<file path="src/rtl/hfa_pkg.sv">
// Types, constants and codes shared by the hole fit allocator files.
`timescale 1ns / 1ps
package hfa_pkg;

  localparam int NUM_HOLES   = 16;
  localparam int ADDR_W      = (NUM_HOLES > 1) ? $clog2(NUM_HOLES) : 1;
  localparam int CNT_W       = $clog2(NUM_HOLES + 1);
  localparam int SIZE_W      = 16;
  localparam int SLOT_W      = 4;
  localparam int HC_W        = 5;
  localparam int POL_W       = 2;
  localparam int CFG_IDX_W   = 2;
  localparam int CFG_DATA_W  = 5;
  localparam int INDEX_LIMIT = 16;
  localparam int SCAN_MAX    = (NUM_HOLES < INDEX_LIMIT) ? NUM_HOLES : INDEX_LIMIT;

  // Fit policy codes; the unused code behaves as first fit.
  localparam logic [POL_W-1:0] POLICY_FIRST = 2'd0;
  localparam logic [POL_W-1:0] POLICY_BEST  = 2'd1;
  localparam logic [POL_W-1:0] POLICY_WORST = 2'd2;

  // Configuration register indexes.
  localparam logic [CFG_IDX_W-1:0] CFG_FIT_POLICY = 2'd0;
  localparam logic [CFG_IDX_W-1:0] CFG_HOLE_COUNT = 2'd1;

  // Input item kinds.
  localparam logic KIND_LOAD    = 1'b0;
  localparam logic KIND_REQUEST = 1'b1;

  // Hole table access from the sequencer.
  typedef struct packed {
    logic              we;
    logic [ADDR_W-1:0] waddr;
    logic [SIZE_W-1:0] wdata;
    logic [ADDR_W-1:0] raddr;
  } hfa_store_req_t;

  // Compare inputs for the fit unit.
  typedef struct packed {
    logic [POL_W-1:0]  policy;
    logic [SIZE_W-1:0] amount;
    logic [SIZE_W-1:0] hole;
    logic [SIZE_W-1:0] best;
    logic              found;
  } hfa_fit_req_t;

  // Compare results from the fit unit.
  typedef struct packed {
    logic take;
    logic grant;
  } hfa_fit_rsp_t;

endpackage

</file>
<file path="src/rtl/hfa_channels.sv">
// Valid/ready channel interfaces for requests, results and configuration.
`timescale 1ns / 1ps
interface hfa_in_if;
  import hfa_pkg::*;
  logic              valid;
  logic              ready;
  logic              kind;
  logic [SLOT_W-1:0] slot;
  logic [SIZE_W-1:0] amount;
  modport source (output valid, output kind, output slot, output amount, input ready);
  modport sink   (input valid, input kind, input slot, input amount, output ready);
endinterface

interface hfa_out_if;
  import hfa_pkg::*;
  logic              valid;
  logic              ready;
  logic              granted;
  logic [SLOT_W-1:0] hole_index;
  logic [SIZE_W-1:0] size_before;
  modport source (output valid, output granted, output hole_index, output size_before,
                  input ready);
  modport sink   (input valid, input granted, input hole_index, input size_before,
                  output ready);
endinterface

interface hfa_cfg_if;
  import hfa_pkg::*;
  logic                  valid;
  logic                  ready;
  logic [CFG_IDX_W-1:0]  index;
  logic [CFG_DATA_W-1:0] data;
  modport source (output valid, output index, output data, input ready);
  modport sink   (input valid, input index, input data, output ready);
endinterface

</file>
<file path="src/rtl/hfa_hole_store.sv">
// Hole size table: one write port, one read port, cleared by reset.
`timescale 1ns / 1ps
module hfa_hole_store (
  input  logic                        clk,
  input  logic                        rst_n,
  input  hfa_pkg::hfa_store_req_t     req,
  output logic [hfa_pkg::SIZE_W-1:0]  rdata
);
  import hfa_pkg::*;

  logic [SIZE_W-1:0] sizes_r [NUM_HOLES];

  // Clear on reset, write one entry on request
  always_ff @(posedge clk) begin
    if (!rst_n) begin
      for (int i = 0; i < NUM_HOLES; i++) begin
        sizes_r[i] <= '0;
      end
    end else if (req.we) begin
      sizes_r[req.waddr] <= req.wdata;
    end
  end

  // Read the entry under the scan pointer
  assign rdata = sizes_r[req.raddr];

endmodule

</file>
<file path="src/rtl/hfa_fit_unit.sv">
// Shared compare unit: decides whether the scanned hole replaces the pick.
`timescale 1ns / 1ps
module hfa_fit_unit (
  input  hfa_pkg::hfa_fit_req_t req,
  output hfa_pkg::hfa_fit_rsp_t rsp
);
  import hfa_pkg::*;

  logic fits;
  logic larger;
  logic smaller;

  assign fits    = req.hole >= req.amount;
  assign larger  = req.hole > req.best;
  assign smaller = req.hole < req.best;

  // Select the policy rule; ties keep the earlier pick
  always_comb begin
    case (req.policy)
      POLICY_WORST: rsp.take = !req.found || larger;
      POLICY_BEST:  rsp.take = fits && (!req.found || smaller);
      default:      rsp.take = fits && !req.found;
    endcase
    // Final check on the pick: worst fit may hold a hole that is too small
    rsp.grant = req.found && (req.best >= req.amount);
  end

endmodule

</file>
<file path="src/rtl/hfa_ctrl.sv">
// Sequencer: configuration registers, hole scan and result register.
`timescale 1ns / 1ps
module hfa_ctrl (
  input  logic                          clk,
  input  logic                          rst_n,
  // request channel
  input  logic                          in_valid,
  output logic                          in_ready,
  input  logic                          in_kind,
  input  logic [hfa_pkg::SLOT_W-1:0]    in_slot,
  input  logic [hfa_pkg::SIZE_W-1:0]    in_amount,
  // result channel
  output logic                          out_valid,
  input  logic                          out_ready,
  output logic                          out_granted,
  output logic [hfa_pkg::SLOT_W-1:0]    out_hole_index,
  output logic [hfa_pkg::SIZE_W-1:0]    out_size_before,
  // configuration channel
  input  logic                          cfg_valid,
  output logic                          cfg_ready,
  input  logic [hfa_pkg::CFG_IDX_W-1:0] cfg_index,
  input  logic [hfa_pkg::CFG_DATA_W-1:0] cfg_data,
  // hole table and compare unit
  output hfa_pkg::hfa_store_req_t       store_req,
  input  logic [hfa_pkg::SIZE_W-1:0]    store_rdata,
  output hfa_pkg::hfa_fit_req_t         fit_req,
  input  hfa_pkg::hfa_fit_rsp_t         fit_rsp
);
  import hfa_pkg::*;

  localparam logic [1:0] ST_IDLE = 2'd0;
  localparam logic [1:0] ST_SCAN = 2'd1;
  localparam logic [1:0] ST_WB   = 2'd2;

  logic [1:0]        state_r,  state_nxt;
  logic [ADDR_W-1:0] idx_r,    idx_nxt;
  logic [CNT_W-1:0]  n_r,      n_nxt;
  logic [SIZE_W-1:0] amt_r,    amt_nxt;
  logic [POL_W-1:0]  pol_r,    pol_nxt;
  logic              found_r,  found_nxt;
  logic [SIZE_W-1:0] best_r,   best_nxt;
  logic [ADDR_W-1:0] pick_r,   pick_nxt;
  logic [POL_W-1:0]  fit_policy_r;
  logic [HC_W-1:0]   hole_count_r;
  logic              ov_r,     ov_nxt;
  logic              og_r,     og_nxt;
  logic [SLOT_W-1:0] oi_r,     oi_nxt;
  logic [SIZE_W-1:0] os_r,     os_nxt;

  logic [HC_W-1:0]   scan_n5;
  logic [CNT_W-1:0]  scan_n;
  logic              slot_ok;
  logic              last;

  // Clamp the scan length to the table and to the index width
  assign scan_n5 = (hole_count_r > HC_W'(SCAN_MAX)) ? HC_W'(SCAN_MAX) : hole_count_r;
  assign scan_n  = CNT_W'(scan_n5);
  assign slot_ok = (9'(in_slot) < 9'(NUM_HOLES));
  assign last    = ((CNT_W'(idx_r) + CNT_W'(1)) == n_r);

  assign fit_req.policy = pol_r;
  assign fit_req.amount = amt_r;
  assign fit_req.hole   = store_rdata;
  assign fit_req.best   = best_r;
  assign fit_req.found  = found_r;

  assign in_ready  = (state_r == ST_IDLE);
  assign cfg_ready = 1'b1;

  // Next state of the scan sequencer and result register
  always_comb begin
    state_nxt = state_r;
    idx_nxt   = idx_r;
    n_nxt     = n_r;
    amt_nxt   = amt_r;
    pol_nxt   = pol_r;
    found_nxt = found_r;
    best_nxt  = best_r;
    pick_nxt  = pick_r;
    ov_nxt    = ov_r;
    og_nxt    = og_r;
    oi_nxt    = oi_r;
    os_nxt    = os_r;
    store_req.we    = 1'b0;
    store_req.waddr = pick_r;
    store_req.wdata = best_r - amt_r;
    store_req.raddr = idx_r;

    // drop the result once taken
    if (ov_r && out_ready) begin
      ov_nxt = 1'b0;
    end

    unique case (state_r)
      ST_IDLE: begin
        if (in_valid) begin
          if (in_kind == KIND_LOAD) begin
            store_req.we    = slot_ok;
            store_req.waddr = ADDR_W'(in_slot);
            store_req.wdata = in_amount;
          end else begin
            amt_nxt   = in_amount;
            pol_nxt   = fit_policy_r;
            n_nxt     = scan_n;
            idx_nxt   = '0;
            found_nxt = 1'b0;
            state_nxt = (scan_n == '0) ? ST_WB : ST_SCAN;
          end
        end
      end
      ST_SCAN: begin
        if (fit_rsp.take) begin
          best_nxt  = store_rdata;
          pick_nxt  = idx_r;
          found_nxt = 1'b1;
        end
        if (last) begin
          state_nxt = ST_WB;
        end else begin
          idx_nxt = idx_r + ADDR_W'(1);
        end
      end
      ST_WB: begin
        // hold until the result register is free, then shrink the hole
        if (!ov_r || out_ready) begin
          ov_nxt       = 1'b1;
          og_nxt       = fit_rsp.grant;
          oi_nxt       = fit_rsp.grant ? SLOT_W'(pick_r) : '0;
          os_nxt       = fit_rsp.grant ? best_r : '0;
          store_req.we = fit_rsp.grant;
          state_nxt    = ST_IDLE;
        end
      end
      default: begin
        state_nxt = ST_IDLE;
      end
    endcase
  end

  // Control registers
  always_ff @(posedge clk) begin
    if (!rst_n) begin
      state_r <= ST_IDLE;
      ov_r    <= 1'b0;
    end else begin
      state_r <= state_nxt;
      ov_r    <= ov_nxt;
    end
  end

  // Scan and result payload registers
  always_ff @(posedge clk) begin
    idx_r   <= idx_nxt;
    n_r     <= n_nxt;
    amt_r   <= amt_nxt;
    pol_r   <= pol_nxt;
    found_r <= found_nxt;
    best_r  <= best_nxt;
    pick_r  <= pick_nxt;
    og_r    <= og_nxt;
    oi_r    <= oi_nxt;
    os_r    <= os_nxt;
  end

  // Configuration writes
  always_ff @(posedge clk) begin
    if (!rst_n) begin
      fit_policy_r <= POLICY_FIRST;
      hole_count_r <= HC_W'(16);
    end else if (cfg_valid) begin
      unique case (cfg_index)
        CFG_FIT_POLICY: fit_policy_r <= cfg_data[POL_W-1:0];
        CFG_HOLE_COUNT: hole_count_r <= cfg_data[HC_W-1:0];
        default: ;
      endcase
    end
  end

  assign out_valid       = ov_r;
  assign out_granted     = og_r;
  assign out_hole_index  = oi_r;
  assign out_size_before = os_r;

endmodule

</file>
<file path="src/rtl/hole_fit_allocator.sv">
// Hole fit allocator: the table of free hole sizes with first, best and worst fit.
//
// Channels: in_ch takes load and allocation requests, out_ch returns one result
// per allocation request, cfg_ch writes fit_policy (index 0) and hole_count
// (index 1). All use valid/ready; a request moves when both are high.
// A load request is written to the table in the cycle it is accepted and gives
// no result; the next request can follow in the next cycle.
// An allocation request holds in_ready low after it is accepted, while the
// block scans n holes, where n is hole_count clamped to the table size: one
// compare unit examines one hole per cycle, then the write-back state writes
// the shrunken hole back and registers the result. With a hole count of zero
// the scan is skipped and the request goes straight to write-back.
// If the receiver stalls, the finished result holds in the output register,
// and the block accepts new requests; a second result waits in write-back
// until the first one is taken.
// Reset clears the table to zero, selects first fit and uses all 16 holes.
// Configuration is always ready and is meant to be written while idle.
`timescale 1ns / 1ps
module hole_fit_allocator (
  input  logic       clk,
  input  logic       rst_n,
  hfa_in_if.sink     in_ch,
  hfa_out_if.source  out_ch,
  hfa_cfg_if.sink    cfg_ch
);
  import hfa_pkg::*;

  hfa_store_req_t    store_req;
  logic [SIZE_W-1:0] store_rdata;
  hfa_fit_req_t      fit_req;
  hfa_fit_rsp_t      fit_rsp;

  hfa_ctrl u_ctrl (
    .clk             (clk),
    .rst_n           (rst_n),
    .in_valid        (in_ch.valid),
    .in_ready        (in_ch.ready),
    .in_kind         (in_ch.kind),
    .in_slot         (in_ch.slot),
    .in_amount       (in_ch.amount),
    .out_valid       (out_ch.valid),
    .out_ready       (out_ch.ready),
    .out_granted     (out_ch.granted),
    .out_hole_index  (out_ch.hole_index),
    .out_size_before (out_ch.size_before),
    .cfg_valid       (cfg_ch.valid),
    .cfg_ready       (cfg_ch.ready),
    .cfg_index       (cfg_ch.index),
    .cfg_data        (cfg_ch.data),
    .store_req       (store_req),
    .store_rdata     (store_rdata),
    .fit_req         (fit_req),
    .fit_rsp         (fit_rsp)
  );

  hfa_hole_store u_store (
    .clk   (clk),
    .rst_n (rst_n),
    .req   (store_req),
    .rdata (store_rdata)
  );

  hfa_fit_unit u_fit (
    .req (fit_req),
    .rsp (fit_rsp)
  );

endmodule

</file>
<file path="src/flat_wrapper.sv">
// flat-port wrapper written by rule: the top's interface ports become plain ports
module hole_fit_allocator_flat import hfa_pkg::*;
  (clk, rst_n, in_ch_valid, in_ch_kind, in_ch_slot, in_ch_amount, in_ch_ready, out_ch_valid, out_ch_granted, out_ch_hole_index, out_ch_size_before, out_ch_ready, cfg_ch_valid, cfg_ch_index, cfg_ch_data, cfg_ch_ready);
  hfa_in_if in_ch_i ();
  hfa_out_if out_ch_i ();
  hfa_cfg_if cfg_ch_i ();
  input  logic clk;
  input  logic rst_n;
  input wire logic [$bits(in_ch_i.valid)-1:0] in_ch_valid;
  input wire logic [$bits(in_ch_i.kind)-1:0] in_ch_kind;
  input wire logic [$bits(in_ch_i.slot)-1:0] in_ch_slot;
  input wire logic [$bits(in_ch_i.amount)-1:0] in_ch_amount;
  output wire logic [$bits(in_ch_i.ready)-1:0] in_ch_ready;
  output wire logic [$bits(out_ch_i.valid)-1:0] out_ch_valid;
  output wire logic [$bits(out_ch_i.granted)-1:0] out_ch_granted;
  output wire logic [$bits(out_ch_i.hole_index)-1:0] out_ch_hole_index;
  output wire logic [$bits(out_ch_i.size_before)-1:0] out_ch_size_before;
  input wire logic [$bits(out_ch_i.ready)-1:0] out_ch_ready;
  input wire logic [$bits(cfg_ch_i.valid)-1:0] cfg_ch_valid;
  input wire logic [$bits(cfg_ch_i.index)-1:0] cfg_ch_index;
  input wire logic [$bits(cfg_ch_i.data)-1:0] cfg_ch_data;
  output wire logic [$bits(cfg_ch_i.ready)-1:0] cfg_ch_ready;
  assign in_ch_i.valid = in_ch_valid;
  assign in_ch_i.kind = in_ch_kind;
  assign in_ch_i.slot = in_ch_slot;
  assign in_ch_i.amount = in_ch_amount;
  assign in_ch_ready = in_ch_i.ready;
  assign out_ch_valid = out_ch_i.valid;
  assign out_ch_granted = out_ch_i.granted;
  assign out_ch_hole_index = out_ch_i.hole_index;
  assign out_ch_size_before = out_ch_i.size_before;
  assign out_ch_i.ready = out_ch_ready;
  assign cfg_ch_i.valid = cfg_ch_valid;
  assign cfg_ch_i.index = cfg_ch_index;
  assign cfg_ch_i.data = cfg_ch_data;
  assign cfg_ch_ready = cfg_ch_i.ready;
  hole_fit_allocator u_core (.clk(clk), .rst_n(rst_n), .in_ch(in_ch_i), .out_ch(out_ch_i), .cfg_ch(cfg_ch_i));
endmodule
</file>
<file path="config.mk">
export PLATFORM = sky130hd
export DESIGN_NAME = hole_fit_allocator_flat
export DESIGN_NICKNAME = d
export VERILOG_FILES = /design/src/rtl/hfa_pkg.sv /design/src/rtl/hfa_channels.sv /design/src/rtl/hfa_hole_store.sv /design/src/rtl/hfa_fit_unit.sv /design/src/rtl/hfa_ctrl.sv /design/src/rtl/hole_fit_allocator.sv /design/src/flat_wrapper.sv
export SDC_FILE = /design/constraint.sdc
export NUM_CORES = 1
export LEC_CHECK = 0
export BUFFER_PORTS_ARGS = -buffer_cell sky130_fd_sc_hd__buf_4
export CAP_MARGIN = 10
export CELL_PAD_IN_SITES_DETAIL_PLACEMENT = 0
export CELL_PAD_IN_SITES_GLOBAL_PLACEMENT = 1
export CORE_ASPECT_RATIO = 0.8
export CORE_MARGIN = 10
export CORE_UTILIZATION = 46
export DETAILED_ROUTE_END_ITERATION = 8
export GPL_ROUTABILITY_DRIVEN = 0
export PLACE_DENSITY = 0.75
export SYNTH_ARGS = -nofsm -noshare
export SYNTH_HDL_FRONTEND = slang
export SYNTH_SLANG_ARGS = --single-unit
export TNS_END_PERCENT = 50
</file>
<file path="constraint.sdc">
create_clock -name clk -period 5.1 [get_ports clk]
set_input_delay 0 -clock clk [delete_from_list [all_inputs] [get_ports clk]]
set_output_delay 0 -clock clk [all_outputs]
set_load 0.005 [all_outputs]
</file>
==> flow_results.org <==
** Synthesis
- Largest cells by area after synthesis :: edfxtp_1 (60%), mux4_2 (11%), nor3_1 (4.2%), ha_1 (3.8%), nor2_1 (3.2%)
- In this run, synthesis inferred around 330 flip-flops with an integrated enable.
- Synth Area per Inst :: between 10 and 15 um^2
- The synthesized netlist occupies a cell area of about 16000 um^2.
- The share of the Yosys chip area taken by registers is 0.617.
- Synthesized instance count :: 1202
- Number of library cell types mapped by synthesis :: around 60
- Cell type with the largest total area after synthesis :: edfxtp_1
- Of the post-synthesis cell area, the dominant cell type holds 0.600.
- For this run, asynchronously set or reset flops after synthesis account for 0.
- Mapped Nets :: 1285
- Yosys synthesis warning count :: 0
- #FFs+latches synth :: 339
- The most used flip-flop cell after synthesis is edfxtp_1.

** STA
- Post-layout minimum cycle time :: about 4700 ps
- Worst slew margin relative to its limit :: 0.227
- Period utilization :: 0.928
- Hold Violations, Final :: 0
- In the final timing run, aggregate negative setup slack is 0 ps.
- For the pin with the worst max-slew slack, the measured transition is about 1200 ps.
- On the final layout, the worst clock skew is 19.1 ps.
- The final-report max-slew violation count came to 0.
- Setup violations remaining at the end of the flow were counted as 0.
- Setup repair after global routing left no endpoint under its margin.
- Based on the critical path, the design can be clocked at up to 211 MHz.

** Cells and area
- Fill cells in the final layout number 2922.
- Most common cell after layout, fill and taps aside :: edfxtp_1
- Summing all flip-flop and latch instances after layout gives around 10000 um^2.
- Post-layout nets :: 1398
- Number of diodes :: 0
- Multi-input gate area in the final layout :: ~5900 um^2
- Final cell count without fillers :: 1808
- In the final layout, the share of cells above drive strength 1 is 0.198.
- Most used cells in the layout excluding fill and tap cells :: edfxtp_1 (325), nor3_1 (138), nor2_1 (136), buf_4 (115), mux4_2 (80)
- The finished cells cover 19000 um^2.
- Growth of design area from synthesis to finish :: 16.5%

** Place
- After detailed placement, the total cell area comes to ~18000 um^2.
- The count of buffers added on input and output ports is 55.
- Placed Instances :: 1720
- The HPWL after detailed placement is 31000 um.

** Detailed routing
- 1st-iter DRT viols :: 1237
- Count of antenna-violating nets left after detailed routing :: 0
- In the routed layout, each cell is associated on average with a via count of 6.01.
- Overall routed net length :: 44200 um
- DRC violations left :: 0
- Via count :: between 10000 and 15000
- Average wire per cell in the routed design :: ~24 um
- Length of the first detailed-routing pass in iterations :: 5

** Critical path
- Walking the worst path, the cells encountered are buf_12 > mux4_2 > mux4_2 > ha_1 > a41oi_1 > o21ai_0 > a221oi_1 > and2_1 > a311oi_1 > nor2_2.
- Critical Path RT :: 5230 ps
- For the worst flop-to-flop path, the logic depth is 10.
- Slowest cell delay on critical path :: 900 ps
- Critical-path top delay cell :: nor2_2
- STA classifies the critical path endpoint as a register.
- Critical Path Start Type :: register
- Critical path's most frequent cell :: mux4_2
- Along the worst path, the maximum fanout reaches 22.
- Arrival time at the worst endpoint :: 4870 ps
- Classification of the worst setup path :: register to register

** Pwr
- PwrDens :: 365 nW/um^2
- Of the total power, combinational logic draws 0.171.
- Sequential share of power :: 0.469
- Summed over all nets, the switching power comes to roughly 1.8 mW.
- Of the total power, the share spent switching nets is 0.265.
- Worst IR drop on VDD :: around 0.23 mV
- Clock power share :: 0.360
- Leakage power total :: about 6.7 nW
- Internal power summed over all cells :: 5.09 mW

** Clock network
- The clock net in this run drives a total of 339 sinks.
- Clock-pin slew reported for the worst setup and hold paths after clock tree synthesis :: 60 ps
- TritonCTS built the clock tree.
- Latest clock arrival within the worst-skew pair :: 530 ps
- Clock buffer count from CTS :: 34
- In this run the clock root is driven by a clkbuf_16.
- Htree depth :: 2
- Clock Path Buffers :: 3
- Once the clock tree was built, the resizer swapped 0 gates to a different size.

** Floorplanning
- Row generation in the floorplan step produced 61 rows.
- The floorplan step defined a core boundary enclosing 34800 um^2.
- The die is 188 um tall.
- The die covers 43400 um^2.
- Ports :: 57
- Effective utilization at floorplan :: 0.468
- X dimension of the die :: 230 um

** Worst hold path
- Along the worst hold path, the cell count comes to 4.
- The startpoint identified for the worst hold timing path is in_ch_kind.
- The worst hold path belongs to the class input port to register.

** Global route
- The number of global-route vias before repair came to 10600.
- Wire length of the first global-routing pass :: 68000 um
- The initial antenna violation count was 0.
- Summed over all layers, the global routing overflow is 0.
- Pin count of the biggest net entering global routing :: 56
- In the global route stage, overall resource usage came out at 0.204.

** Status
- The run finished with clean final reports.

** Run
- Count of max-cap constraint violations :: 0
-- sequential cells by signal, summed over array words and instances, names as in the netlist, named ones only --
register and cells:
u_core.u_ctrl.amt_r 16, u_core.u_ctrl.best_r 16, u_core.u_ctrl.fit_policy_r 2, u_core.u_ctrl.found_r 1, u_core.u_ctrl.hole_count_r 5, u_core.u_ctrl.idx_r 4
u_core.u_ctrl.n_r 5, u_core.u_ctrl.out_granted 1, u_core.u_ctrl.out_hole_index 4, u_core.u_ctrl.out_size_before 16, u_core.u_ctrl.out_valid 1, u_core.u_ctrl.pick_r 4
u_core.u_ctrl.pol_r 2, u_core.u_ctrl.state_r 2, u_core.u_store.sizes_r 256
-- power groups by stage --
stage                     registers [mW]  logic, mW  clock network (mW)
after floorplan                     3.26      0.762                   0
after global placement              3.30       1.14                   0
after detailed placement            3.31       1.15                   0
after CTS                           3.25       1.18                2.51
after global routing                3.26       1.29                2.62
final                               3.25       1.19                2.49
-- through the flow --
stage          power (mW)   util  setup WS [ps]  hold slack [ps]
6_report             6.92  0.545            366             19.7
5_1_grt              7.16  0.545           78.5             51.7
4_1_cts              6.94  0.545            403             4.98
3_5_place_dp         4.46  0.505            430              190
3_3_place_gp         4.45  0.505            483              188
2_1_floorplan        4.02      -            452             98.9
-- worst paths after layout --
| kind | slack (ps) | end |
|---|---|---|
| setup / recovery | 370 | u_core.u_ctrl.best_r[10]$_DFFE_PP_ |
| hold / removal | 20 | u_core.u_ctrl.state_r[1]$_SDFFE_PN0P_ |
| setup reg to reg | 370 | u_core.u_ctrl.best_r[10]$_DFFE_PP_ |
| hold reg to reg | 460 | u_core.u_ctrl.pol_r[1]$_DFFE_PP_ |
-- routing by layer --
layer,vias to the layer above,track usage,wire [um]
met4,0,0.0493,785
met2,437,0.304,19900
li1,4857,-,-
met1,5524,0.305,20100
met5,-,0,0
met3,57,0.0338,3380
-- critical path, delay by kind of cell, from the launching register on --
kind / cells / cell delay (ps)
simple gates: 2 / 1110
mux: 2 / 1080
compound gates: 4 / 1020
flops: 1 / 500
fa+ha+maj: 1 / 330
buf+inv: 1 / 250
-- kinds of logic (layout without fill, tap and decap cells) --
kind of cell / count (synthesis) / in the layout / share of synthesized area
XOR/XNOR: 9 / 9 / 0.00484
AND/OR/NAND/NOR: 463 / 463 / 0.138
flip-flops: 339 / 339 / 0.617
multiplexers: 95 / 95 / 0.120
AO/OA/AOI/OAI: 132 / 132 / 0.0545
other: 1 / 1 / 0.000230
adder cells (fa/ha/maj): 50 / 50 / 0.0389
buffers and inverters: 113 / 247 / 0.0272
-- cell usage after synthesis (all sizes together), types with 3 or more instances --
cell type / n
a211oi: 10
and4: 3
edfxtp: 325
xnor2: 4
nor2b: 15
a21oi: 24
and3: 24
a21o: 6
nand3: 15
clkbuf: 52
nand3b: 6
xor2: 5
and2: 7
inv: 40
o211ai: 10
o211a: 3
mux4: 80
nand4: 8
ha: 49
nor3b: 3
o31ai: 7
dfxtp: 14
mux2i: 13
nand2b: 12
nor2: 137
nor3: 138
a31oi: 4
or3: 6
nor4: 16
buf: 21
o21a: 8
o21ai: 45
nand2: 66
-- what timing repair did --
item                       in CTS  in global routing
setup endpoints to repair       0                  0
buffers inserted                0                  0
hold buffers                   31                  0
hold endpoints to repair       26                  0
-- final cells by class --
class | instances | area share
clock buffer | 44 | 0.0507
clock inverter | 13 | 0.00594
multi-input combinational | 750 | 0.309
timing repair buffer | 150 | 0.0661
sequential | 339 | 0.530
inverter | 40 | 0.00792
tap | 472 | 0.0311
(Power assumes the default switching activity.)
